$ cat src/hw/rtl/agsr_pkg.sv
// ----------------------------------------------------------------------------
// agsr_pkg
// Shared types and codes for the analog gamepad serial responder.
// ----------------------------------------------------------------------------
package agsr_pkg;

  // Item kinds on the request channel
  localparam logic [1:0] OP_EXCHANGE    = 2'd0;
  localparam logic [1:0] OP_SNAPSHOT    = 2'd1;
  localparam logic [1:0] OP_SEL_RELEASE = 2'd2;

  // Internal command codes
  localparam logic [3:0] CMD_NONE   = 4'd0;
  localparam logic [3:0] CMD_READ   = 4'd1;
  localparam logic [3:0] CMD_ENTER  = 4'd2;
  localparam logic [3:0] CMD_EXIT   = 4'd3;
  localparam logic [3:0] CMD_LEDGET = 4'd4;
  localparam logic [3:0] CMD_LEDSET = 4'd5;
  localparam logic [3:0] CMD_RUMBLE = 4'd6;
  localparam logic [3:0] CMD_X46    = 4'd7;
  localparam logic [3:0] CMD_X47    = 4'd8;
  localparam logic [3:0] CMD_X4C    = 4'd9;

  // Host command bytes
  localparam logic [7:0] HB_START  = 8'h01;
  localparam logic [7:0] HB_READ   = 8'h42;
  localparam logic [7:0] HB_CONFIG = 8'h43;
  localparam logic [7:0] HB_LEDSET = 8'h44;
  localparam logic [7:0] HB_LEDGET = 8'h45;
  localparam logic [7:0] HB_X46    = 8'h46;
  localparam logic [7:0] HB_X47    = 8'h47;
  localparam logic [7:0] HB_X4C    = 8'h4C;
  localparam logic [7:0] HB_RUMBLE = 8'h4D;

  // Reply bytes
  localparam logic [7:0] ID_DIGITAL = 8'h41;
  localparam logic [7:0] ID_ANALOG  = 8'h73;
  localparam logic [7:0] ID_CONFIG  = 8'hF3;
  localparam logic [7:0] RX_ACK     = 8'h5A;
  localparam logic [7:0] RX_IDLE    = 8'hFF;
  localparam logic [7:0] STICK_CTR  = 8'h80;

  typedef struct packed {
    logic [1:0]  opcode;
    logic [7:0]  tx_byte;
    logic [15:0] pressed_buttons;
    logic [7:0]  left_stick_x;
    logic [7:0]  left_stick_y;
    logic [7:0]  right_stick_x;
    logic [7:0]  right_stick_y;
    logic        mode_button;
  } agsr_item_t;

  typedef struct packed {
    logic [7:0] rx_byte;
    logic       more_bytes;
    logic       analog_mode;
    logic       led_on;
    logic       config_mode;
  } agsr_result_t;

endpackage

$ cat src/hw/rtl/agsr_channels.sv
// ----------------------------------------------------------------------------
// agsr channels
// Valid/ready channel interfaces for requests and results.
// ----------------------------------------------------------------------------
interface agsr_in_if;
  logic               valid;
  logic               ready;
  agsr_pkg::agsr_item_t data;

  modport source (output valid, output data, input ready);
  modport sink   (input valid, input data, output ready);
endinterface

interface agsr_out_if;
  logic                 valid;
  logic                 ready;
  agsr_pkg::agsr_result_t data;

  modport source (output valid, output data, input ready);
  modport sink   (input valid, input data, output ready);
endinterface

$ cat src/hw/rtl/analog_gamepad_serial_responder.sv
// ----------------------------------------------------------------------------
// analog_gamepad_serial_responder
// Pad side of a controller serial link: one reply per request.
// ----------------------------------------------------------------------------
// Usage:
//   in_if carries requests: serial byte exchanges, pad snapshot updates and
//   select-released events. out_if returns one result per request: the reply
//   byte, the acknowledge bit and the analog, LED and config flags after it.
//   A request is taken when valid and ready are both high.
//   A request accepted at one edge is registered in the input stage, then
//   processed into the result register, which drives out_if.valid; a stall
//   of the receiver can hold it in the input stage between the two.
//   Throughput: one request per cycle unless the receiver stalls; pad state is
//   read and updated by one pass of decode logic between the stage registers.
//   Reset (rst_n low, synchronous) empties both stages, returns the sequence
//   to idle, clears modes, buttons and LED and centers the sticks.
//   When the receiver stalls, the result register holds its value, one more
//   request waits in the input stage, and in_if.ready drops once both are full.
// ----------------------------------------------------------------------------
module analog_gamepad_serial_responder (
  input logic        clk,
  input logic        rst_n,
  agsr_in_if.sink    in_if,
  agsr_out_if.source out_if
);

  logic                   in_valid_r;
  agsr_pkg::agsr_item_t   in_item_r;
  logic                   out_valid_r;
  agsr_pkg::agsr_result_t out_data_r;
  agsr_pkg::agsr_result_t result;
  logic                   advance;

  // Stage moves when the result register is free or being drained
  assign advance     = in_valid_r && (!out_valid_r || out_if.ready);
  assign in_if.ready = !in_valid_r || advance;

  agsr_core u_core (
    .clk    (clk),
    .rst_n  (rst_n),
    .fire   (advance),
    .item   (in_item_r),
    .result (result)
  );

  // Input stage
  always_ff @(posedge clk) begin
    if (!rst_n) begin
      in_valid_r <= 1'b0;
    end else if (in_if.ready) begin
      in_valid_r <= in_if.valid;
    end
  end

  always_ff @(posedge clk) begin
    if (in_if.ready && in_if.valid) begin
      in_item_r <= in_if.data;
    end
  end

  // Result stage
  always_ff @(posedge clk) begin
    if (!rst_n) begin
      out_valid_r <= 1'b0;
    end else if (advance) begin
      out_valid_r <= 1'b1;
    end else if (out_if.ready) begin
      out_valid_r <= 1'b0;
    end
  end

  always_ff @(posedge clk) begin
    if (advance) begin
      out_data_r <= result;
    end
  end

  assign out_if.valid = out_valid_r;
  assign out_if.data  = out_data_r;

endmodule

$ cat src/hw/rtl/agsr_core.sv
// ----------------------------------------------------------------------------
// agsr_core
// Pad state and per-request decode: computes the reply and the next state
// for one request, commits the state when the request is processed.
// ----------------------------------------------------------------------------
module agsr_core (
  input  logic                   clk,
  input  logic                   rst_n,
  input  logic                   fire,
  input  agsr_pkg::agsr_item_t   item,
  output agsr_pkg::agsr_result_t result
);

  logic [3:0]  step_r,    step_nxt;
  logic [3:0]  cmd_r,     cmd_nxt;
  logic        analog_r,  analog_nxt;
  logic        cfg_r,     cfg_nxt;
  logic        lamp_r,    lamp_nxt;
  logic [7:0]  arg_r,     arg_nxt;
  logic [15:0] buttons_r, buttons_nxt;
  logic [7:0]  sticks_r   [4];
  logic [7:0]  sticks_nxt [4];
  logic        held_r,    held_nxt;

  logic [7:0]  pad_byte;
  logic [3:0]  cmd_cur;
  logic [7:0]  rx;
  logic        p_one;
  logic        b_one;

  // Pad data byte for the current payload step
  always_comb begin
    unique case (step_r)
      4'd3:    pad_byte = ~buttons_r[7:0];
      4'd4:    pad_byte = ~buttons_r[15:8];
      4'd5:    pad_byte = sticks_r[2];
      4'd6:    pad_byte = sticks_r[3];
      4'd7:    pad_byte = sticks_r[0];
      default: pad_byte = sticks_r[1];
    endcase
  end

  assign p_one   = (arg_r == 8'd1);
  assign b_one   = (item.tx_byte == 8'd1);
  assign cmd_cur = (step_r == 4'd0) ? agsr_pkg::CMD_NONE : cmd_r;

  // Request decode and next state
  always_comb begin
    step_nxt    = step_r;
    cmd_nxt     = cmd_r;
    analog_nxt  = analog_r;
    cfg_nxt     = cfg_r;
    lamp_nxt    = lamp_r;
    arg_nxt     = arg_r;
    buttons_nxt = buttons_r;
    sticks_nxt  = sticks_r;
    held_nxt    = held_r;
    rx          = agsr_pkg::RX_IDLE;

    unique case (item.opcode)
      agsr_pkg::OP_EXCHANGE: begin
        if (step_r == 4'd0) cmd_nxt = agsr_pkg::CMD_NONE;
        if (cmd_cur != agsr_pkg::CMD_NONE) begin
          if (step_r < 4'd2 || step_r > 4'd8) begin
            rx = agsr_pkg::RX_IDLE;
          end else if (step_r == 4'd2) begin
            step_nxt = 4'd3;
            rx       = agsr_pkg::RX_ACK;
          end else begin
            // payload bytes, steps 3..8
            rx = 8'h00;
            unique case (cmd_cur)
              agsr_pkg::CMD_ENTER, agsr_pkg::CMD_EXIT: begin
                if (step_r == 4'd3) cfg_nxt = b_one;
                if (cmd_cur == agsr_pkg::CMD_ENTER) rx = pad_byte;
              end
              agsr_pkg::CMD_LEDSET: begin
                if (step_r == 4'd3) arg_nxt = item.tx_byte;
                if (step_r == 4'd4 && arg_r == 8'd2) lamp_nxt = b_one;
              end
              agsr_pkg::CMD_LEDGET: begin
                unique case (step_r)
                  4'd3:    rx = 8'd1;
                  4'd4:    rx = 8'd2;
                  4'd5:    rx = {7'd0, lamp_r};
                  4'd6:    rx = 8'd2;
                  4'd7:    rx = 8'd1;
                  default: rx = 8'd0;
                endcase
              end
              agsr_pkg::CMD_RUMBLE: begin
                if (step_r == 4'd8) analog_nxt = 1'b1;
              end
              agsr_pkg::CMD_X46: begin
                unique case (step_r)
                  4'd3: begin
                    arg_nxt = item.tx_byte;
                    rx      = 8'd0;
                  end
                  4'd4:    rx = 8'd0;
                  4'd5:    rx = 8'd1;
                  4'd6:    rx = p_one ? 8'd1 : 8'd2;
                  4'd7:    rx = p_one ? 8'd1 : 8'd0;
                  default: rx = p_one ? 8'h14 : 8'h0A;
                endcase
              end
              agsr_pkg::CMD_X47: begin
                unique case (step_r)
                  4'd5:    rx = 8'd2;
                  4'd7:    rx = 8'd1;
                  default: rx = 8'd0;
                endcase
              end
              agsr_pkg::CMD_X4C: begin
                if (step_r == 4'd3) arg_nxt = item.tx_byte;
                if (step_r == 4'd6) rx = p_one ? 8'h07 : 8'h04;
              end
              default: rx = pad_byte;
            endcase

            // sequence advance; in digital mode, read and config entry end after the button bytes
            if (step_r == 4'd8) begin
              step_nxt = 4'd0;
            end else if (step_r == 4'd4 && !analog_r &&
                         (cmd_cur == agsr_pkg::CMD_READ ||
                          cmd_cur == agsr_pkg::CMD_ENTER)) begin
              step_nxt = 4'd0;
            end else begin
              step_nxt = step_r + 4'd1;
            end
          end
        end else if (step_r == 4'd0) begin
          if (item.tx_byte == agsr_pkg::HB_START) step_nxt = 4'd1;
        end else if (step_r == 4'd1) begin
          // command select, a known command is answered with the pad ID
          priority if (item.tx_byte == agsr_pkg::HB_READ)
            cmd_nxt = agsr_pkg::CMD_READ;
          else if (item.tx_byte == agsr_pkg::HB_CONFIG)
            cmd_nxt = cfg_r ? agsr_pkg::CMD_EXIT : agsr_pkg::CMD_ENTER;
          else if (cfg_r && item.tx_byte == agsr_pkg::HB_LEDSET)
            cmd_nxt = agsr_pkg::CMD_LEDSET;
          else if (cfg_r && item.tx_byte == agsr_pkg::HB_LEDGET)
            cmd_nxt = agsr_pkg::CMD_LEDGET;
          else if (cfg_r && item.tx_byte == agsr_pkg::HB_X46)
            cmd_nxt = agsr_pkg::CMD_X46;
          else if (cfg_r && item.tx_byte == agsr_pkg::HB_X47)
            cmd_nxt = agsr_pkg::CMD_X47;
          else if (cfg_r && item.tx_byte == agsr_pkg::HB_RUMBLE)
            cmd_nxt = agsr_pkg::CMD_RUMBLE;
          else if (cfg_r && item.tx_byte == agsr_pkg::HB_X4C)
            cmd_nxt = agsr_pkg::CMD_X4C;
          else
            cmd_nxt = agsr_pkg::CMD_NONE;

          if (cmd_nxt == agsr_pkg::CMD_NONE) begin
            step_nxt = 4'd0;
          end else begin
            step_nxt = 4'd2;
            rx = cfg_r    ? agsr_pkg::ID_CONFIG :
                 analog_r ? agsr_pkg::ID_ANALOG : agsr_pkg::ID_DIGITAL;
          end
        end else begin
          step_nxt = 4'd0;
        end
      end

      agsr_pkg::OP_SNAPSHOT: begin
        // analog button edge toggles the mode and aborts the sequence
        if (item.mode_button) begin
          if (!held_r) begin
            held_nxt   = 1'b1;
            analog_nxt = !analog_r;
            lamp_nxt   = !analog_r;
            step_nxt   = 4'd0;
            cmd_nxt    = agsr_pkg::CMD_NONE;
          end
        end else begin
          held_nxt = 1'b0;
        end
        buttons_nxt = item.pressed_buttons;
        if (!analog_nxt) begin
          buttons_nxt[2:1] = 2'b00;
        end else begin
          sticks_nxt[0] = item.left_stick_x;
          sticks_nxt[1] = item.left_stick_y;
          sticks_nxt[2] = item.right_stick_x;
          sticks_nxt[3] = item.right_stick_y;
        end
      end

      agsr_pkg::OP_SEL_RELEASE: begin
        step_nxt = 4'd0;
        cmd_nxt  = agsr_pkg::CMD_NONE;
      end

      default: ;
    endcase
  end

  // Result fields reflect the state after the request
  assign result.rx_byte     = rx;
  assign result.more_bytes  = (item.opcode == agsr_pkg::OP_EXCHANGE) && (step_nxt != 4'd0);
  assign result.analog_mode = analog_nxt;
  assign result.led_on      = lamp_nxt;
  assign result.config_mode = cfg_nxt;

  // State registers
  always_ff @(posedge clk) begin
    if (!rst_n) begin
      step_r    <= 4'd0;
      cmd_r     <= agsr_pkg::CMD_NONE;
      analog_r  <= 1'b0;
      cfg_r     <= 1'b0;
      lamp_r    <= 1'b0;
      arg_r     <= 8'd0;
      buttons_r <= 16'd0;
      held_r    <= 1'b0;
      for (int i = 0; i < 4; i++) sticks_r[i] <= agsr_pkg::STICK_CTR;
    end else if (fire) begin
      step_r    <= step_nxt;
      cmd_r     <= cmd_nxt;
      analog_r  <= analog_nxt;
      cfg_r     <= cfg_nxt;
      lamp_r    <= lamp_nxt;
      arg_r     <= arg_nxt;
      buttons_r <= buttons_nxt;
      held_r    <= held_nxt;
      sticks_r  <= sticks_nxt;
    end
  end

endmodule

$ cat src/flat_wrapper.sv
// flat-port wrapper written by rule: the top's interface ports become plain ports
module analog_gamepad_serial_responder_flat 
  (clk, rst_n, in_if_valid, in_if_data, in_if_ready, out_if_valid, out_if_data, out_if_ready);
  agsr_in_if in_if_i ();
  agsr_out_if out_if_i ();
  input logic clk;
  input logic rst_n;
  input wire logic [$bits(in_if_i.valid)-1:0] in_if_valid;
  input wire logic [$bits(in_if_i.data)-1:0] in_if_data;
  output wire logic [$bits(in_if_i.ready)-1:0] in_if_ready;
  output wire logic [$bits(out_if_i.valid)-1:0] out_if_valid;
  output wire logic [$bits(out_if_i.data)-1:0] out_if_data;
  input wire logic [$bits(out_if_i.ready)-1:0] out_if_ready;
  assign in_if_i.valid = in_if_valid;
  assign in_if_i.data = in_if_data;
  assign in_if_ready = in_if_i.ready;
  assign out_if_valid = out_if_i.valid;
  assign out_if_data = out_if_i.data;
  assign out_if_i.ready = out_if_ready;
  analog_gamepad_serial_responder u_core (.clk(clk), .rst_n(rst_n), .in_if(in_if_i), .out_if(out_if_i));
endmodule
$ cat config.mk
export PLATFORM = sky130hd
export DESIGN_NAME = analog_gamepad_serial_responder_flat
export DESIGN_NICKNAME = d
export VERILOG_FILES = /design/src/hw/rtl/agsr_pkg.sv /design/src/hw/rtl/agsr_channels.sv /design/src/hw/rtl/analog_gamepad_serial_responder.sv /design/src/hw/rtl/agsr_core.sv /design/src/flat_wrapper.sv
export SDC_FILE = /design/constraint.sdc
export NUM_CORES = 1
export LEC_CHECK = 0
export BUFFER_PORTS_ARGS = -buffer_cell sky130_fd_sc_hd__buf_4
export CAP_MARGIN = 20
export CORE_AREA = 2 2 92 161
export DETAILED_ROUTE_END_ITERATION = 12
export DIE_AREA = 0 0 94 163
export SYNTH_ARGS = -nofsm -noshare
export SYNTH_HDL_FRONTEND = slang
export SYNTH_HIERARCHICAL = 1
export SYNTH_SLANG_ARGS = --single-unit
$ cat constraint.sdc
create_clock -name clk -period 11.9 [get_ports clk]
set_input_delay 1.19 -clock clk [delete_from_list [all_inputs] [get_ports clk]]
set_output_delay 1.19 -clock clk [all_outputs]
set_load 0.05 [all_outputs]
* Word-level counts from Yosys, hierarchy flattened
Index checks and enable logic that the tools add are counted.
Widths: inputs -> output; s select.
** Storage, ports and cells
- Output and inout bits :: 14
- Logic and storage cells :: 180
- Register bits :: 141
- Input port bits :: 63
** Operators by class
- Mux-type cells :: 78
- Reductions and logical operators :: 36
- Bitwise logic cells :: 4
- Equality and inequality tests :: 32
- $add $sub $neg :: 1
- $lt $le $gt $ge :: 2
** Operators by type and width (number)
- $mux 4 :: 28
- $eq 8x7->1 const B :: 8
- $mux 8 :: 8
- $pmux 8 s6 :: 1
- $pmux 8 s5 :: 1
- $eq 4x3->1 const B :: 8
- $mux 1 :: 26
- $pmux 4 s3 :: 2
- $pmux 5 s4 :: 1
- $eq 4x2->1 const B :: 4
- $eq 8x1->1 const B :: 2
- $not 8->8 :: 2
- $eq 4x4->1 const B :: 3
- $logic_and 1x1->1 :: 12
- $reduce_or 2->1 :: 5
- $eq 4x1->1 const B :: 2
- $eq 8x2->1 const B :: 1
- $logic_not 4->1 :: 2
- $mux 2 :: 4
- $reduce_bool 4->1 :: 2
- $reduce_and 7->1 :: 1
- $mux 6 :: 1
- $pmux 2 s3 :: 1
- $mux 5 :: 1
- other kinds (20) :: 27

* Logic depth before layout (Yosys ltp)
- Word-level depth :: 22
- Mapped depth :: 10
- Gate-level depth less buffers :: 8

* Hierarchy
The synthesis kept the hierarchy.
** Modules (own cells, without submodules)
- agsr_core :: instances 1, seq. area each 1361.3 um2, area each 3996.3 um2, cells an instance 545
- analog_gamepad_serial_responder :: instances 1, seq. area each 2172.1 um2, area each 2235.9 um2, cells an instance 80

* Worst setup path before layout
Ideal clock, no wire load.
- Kind :: in2reg
- Start point :: input port out_if_ready
- End point :: register u_core/in_item_r[0] (netlist bit), enable pin
- Arrival time :: 4121 ps
- Library setup time :: 495 ps
- Buffers on the path :: 0
- Slack :: 7284 ps
- Data required time :: 11405 ps
- Stages on the path :: 2
- Cells stage by stage :: nor2b_4 a21oi_1
** Between the ends
- Word-level cells in the longest chain between the ends :: 4
** RTL lines
- start: declaration :: RTL line flat_wrapper.sv:13 : input wire logic [$bits(out_if_i.ready)-1:0] out_if_ready;
- $logic_or 1x1->1 :: RTL line analog_gamepad_serial_responder.sv:35 : assign advance = in_valid_r && (!out_valid_r || out_if.ready);
- $logic_and 1x1->1 :: RTL line analog_gamepad_serial_responder.sv:35
- $logic_or 1x1->1 :: RTL line analog_gamepad_serial_responder.sv:36 : assign in_if.ready = !in_valid_r || advance;
- $logic_and 1x1->1 :: RTL line analog_gamepad_serial_responder.sv:56 : if (in_if.ready && in_if.valid) begin
- end signal: assignment :: RTL line analog_gamepad_serial_responder.sv:57 : in_item_r <= in_if.data;
- end: declaration :: RTL line analog_gamepad_serial_responder.sv:28 : agsr_pkg::agsr_item_t in_item_r;
No other way between the ends.
A chain may end at the register's enable or synchronous reset.

* Worst setup path in the final report
- Start point :: input port out_if_ready
- End point :: register u_core/u_core/sticks_r[19] (netlist bit)
** Between the ends
- Word-level cells in the longest chain between the ends :: 3
** RTL lines
- $logic_or 1x1->1 :: RTL line analog_gamepad_serial_responder.sv:35
- $logic_and 1x1->1 :: RTL line analog_gamepad_serial_responder.sv:35
- named net u_core.advance :: RTL line analog_gamepad_serial_responder.sv:32 : logic advance;
- $reduce_and 3->1 (no source line)
- end signal: assignment :: RTL line agsr_core.sv:228 : sticks_r <= sticks_nxt;
- end: declaration :: RTL line agsr_core.sv:21 : logic [7:0] sticks_r [4];
The timed path passes the listed nets, and every way through them passes these cells.

==> impl_metrics.toml <==
[sta]
clock_skew_ns = 0.00906
fin_ws_ns = 8.70
setup_violations = 0
min_period_ns = 3.20
rsz0062_at_grt = "false"
hold_viol_final = 0
drv_slew = 0
slew_headroom = 0.322
tightest_slew_ns = 1.01
fin_crit_sh = 0.269
timing.fmax_ghz = 0.313
setup_tns_ns = 0

[layout]
final_core_util = 0.532
drive_gt1_frac = 0.191
stdcell_area_um2 = 7520
fillers = 1296
n_antenna_cell = 0
syn2layout_area_growth_pct = 20.7
num-nets-final = 754

[status]
status = "completed"

[yosys]
netlist_area_um2 = 6230
synth_edf_count = 71
synth_warnings = 6
synth_fp_nets = 696
synth.distinct_cells = 72
synth.avg_cell_area_um2 = 9.97
ys_seq_elements = 141
ys.flop_type = "edfxtp_1"
netlist_instances = 625
yosysSeqAreaShare = 0.567
async_flop_share = 0

[worst_setup_path]
cpMaxStageDelayCell = "nand2_1"
crit_path_max_incr_delay_ns = 0.76
arrival_ns = 3.47
crit_fanout = 32
critPathKind = "input pin to flip-flop"
critPathLaunchType = "input pin"
crit_path_end_kind = "flip-flop"
path_cells = "buf_4 -> nor2b_4 -> nor2b_2 -> buf_4 -> and2_1 -> nand2_1 -> nand2_1 -> a21oi_1"
required_ns = 12.17

[floorplanning]
initial_core_util = 0.440
die_w_um = 94
dieArea_um2 = 15300
core_um2 = 14200
rows = 58
pin_count = 77
die_h_um = 163

[placed_design]
dp.final_hpwl_mm = 11.7
dpl-instance-area_um2 = 6900
port_buffers = 76
gp_congestion = 0.913
dp_slack_ns = 8.19

[drt]
drt-total-wl_mm = 16.4
firstDrtPassIters = 5
wl_per_cell_um = 18.7
drc = 0
antenna_left = 0
vias_per_cell = 5.51
vias = 4824
drt_iter0_markers = 188

[clock_tree]
cts.clk_slew.worst_paths_ns = 0.06
insertion_delay_ns = 0.42
cts_tree = "built"
postCtsSetupBuffers = 0
cts.repair.resized = 0
clock-root-buffer = "clkbuf_16"
clock_sinks = 141
h-tree-depth = 4
cts_hold_buffers = 0
numCtsBuffers = 17
clockBufferDepth = 2

[global_routing]
grt_pass1_vias = 4847
track_usage = 0.224
grt-ovfl-total = 0
antenna_found_initial = 0
grt_max_degree = 62
grt_pass1_wl_mm = 25.5

[power_and_ir_drop]
intPower_w = 0.000878
comb_power_share = 0.069
p_clk_frac = 0.464
switchingPower_w = 0.000279
irDropWorstVdd_v = 0.0000954
swShare = 0.241
p_per_area_nw_per_um2 = 154
leakagePower_nw = 2.74
p_seq_frac = 0.467

[run]
drv_cap = 0

[hold_path]
hold_class = "flip-flop to flip-flop"
==> through the flow <==
step	instances	hold WS (ns)	power, W
floorplan	625	0.433	0.000595
global placement	843	0.446	0.000630
detailed placement	843	0.448	0.000631
CTS	875	0.456	0.00117
global route	876	0.475	0.00120
finish	876	0.458	0.00116
==> cells in the mapped netlist (4+ instances only) <==
library cell,n,area share
ha_1,8,0.016
inv_1,14,0.0084
edfxtp_1,71,0.34
mux2i_1,12,0.019
a22oi_1,9,0.011
clkbuf_1,27,0.016
nor2_1,49,0.030
nand2_1,129,0.078
nor3_1,6,0.0048
nand4_1,4,0.0040
a31oi_1,6,0.0060
nor4_1,4,0.0040
o22ai_1,4,0.0040
o21ai_1,12,0.0096
dfxtp_1,70,0.22
nand2b_1,8,0.0080
a211oi_1,4,0.0048
nor2b_1,10,0.010
nand3_1,6,0.0048
a21oi_1,69,0.055
o21ai_0,15,0.012
buf_2,11,0.0088
==> routing by layer <==
metal,vias to the layer above,track usage,wire [um]
met1,2326,0.224,5810
met3,35,0.0379,486
met5,-,0,0
met2,112,0.424,9430
met4,0,0.123,677
li1,2351,-,-
==> path summary, 6_finish.rpt <==
check	start	end	slack [ns]	cells after the start
worst max-delay path	out_if_ready	u_core/u_core/sticks_r[19]$_SDFFE_PN0P_	8.70	8
worst min-delay path	u_core/u_core/sticks_r[8]$_SDFFE_PN0P_	u_core/u_core/sticks_r[8]$_SDFFE_PN0P_	0.46	2
worst max register to register	u_core/u_core/step_r[1]$_SDFFE_PN0P_	u_core/out_if.data[5]$_DFFE_PP_	8.73	8
worst min register to register	u_core/u_core/sticks_r[8]$_SDFFE_PN0P_	u_core/u_core/sticks_r[8]$_SDFFE_PN0P_	0.46	2
==> final cells by class <==
type / count / area, um^2 / area share
Inverter: 16 / 60.1 / 0.00798
Sequential cell: 141 / 3530 / 0.470
Clock inverter: 14 / 171 / 0.0228
Tap cell: 180 / 225 / 0.0299
Timing Repair Buffer: 83 / 643 / 0.0855
Multi-Input combinational cell: 424 / 2460 / 0.327
Clock buffer: 18 / 429 / 0.0570
==> cells in the final DEF, fill, tap and decap left out, types with 6 or more instances in the layout <==
master     count
nor2b_1        9
buf_4         82
a21oi_1       68
a22oi_1        9
a31oi_1        6
o21ai_1       12
nor2_1        49
nor3_1         6
clkbuf_16     17
edfxtp_1      71
mux2i_1       12
o21ai_0       15
dfxtp_1       70
nand2_1      129
inv_1         14
ha_1           8
nand3_1        6
nand2b_1       8
==> cell families after synthesis <==
logic type / share of synthesized area
buf+inv: 0.0402
compound gates: 0.166
fa+ha+maj: 0.0177
flops: 0.567
xor+xnor: 0.00281
simple gates: 0.183
mux: 0.0229
==> power by group through the flow <==
stage / registers (W) / logic [W] / clock network (W)
floorplan: 0.000549 / 0.0000464 / 0
global placement: 0.000551 / 0.0000784 / 0
detailed placement: 0.000551 / 0.0000799 / 0
CTS: 0.000541 / 0.0000801 / 0.000549
global route: 0.000542 / 0.0000877 / 0.000569
finish: 0.000541 / 0.0000800 / 0.000537
==> worst max-delay path, delay by kind of cell <==
family	cells	cell delay (ns)
compound gates	1	0.10
buf+inv	2	0.41
simple gates	5	1.75
==> state kept, by name (all words and copies together), names as in the netlist <==
register,count
u_core/in_item_r,59
u_core/in_valid_r,1
u_core/out_if.data,12
u_core/out_if.valid,1
u_core/u_core/analog_r,1
u_core/u_core/arg_r,8
u_core/u_core/buttons_r,16
u_core/u_core/cfg_r,1
u_core/u_core/cmd_r,4
u_core/u_core/held_r,1
u_core/u_core/lamp_r,1
u_core/u_core/step_r,4
u_core/u_core/sticks_r,32
(Power assumes the default switching activity.)
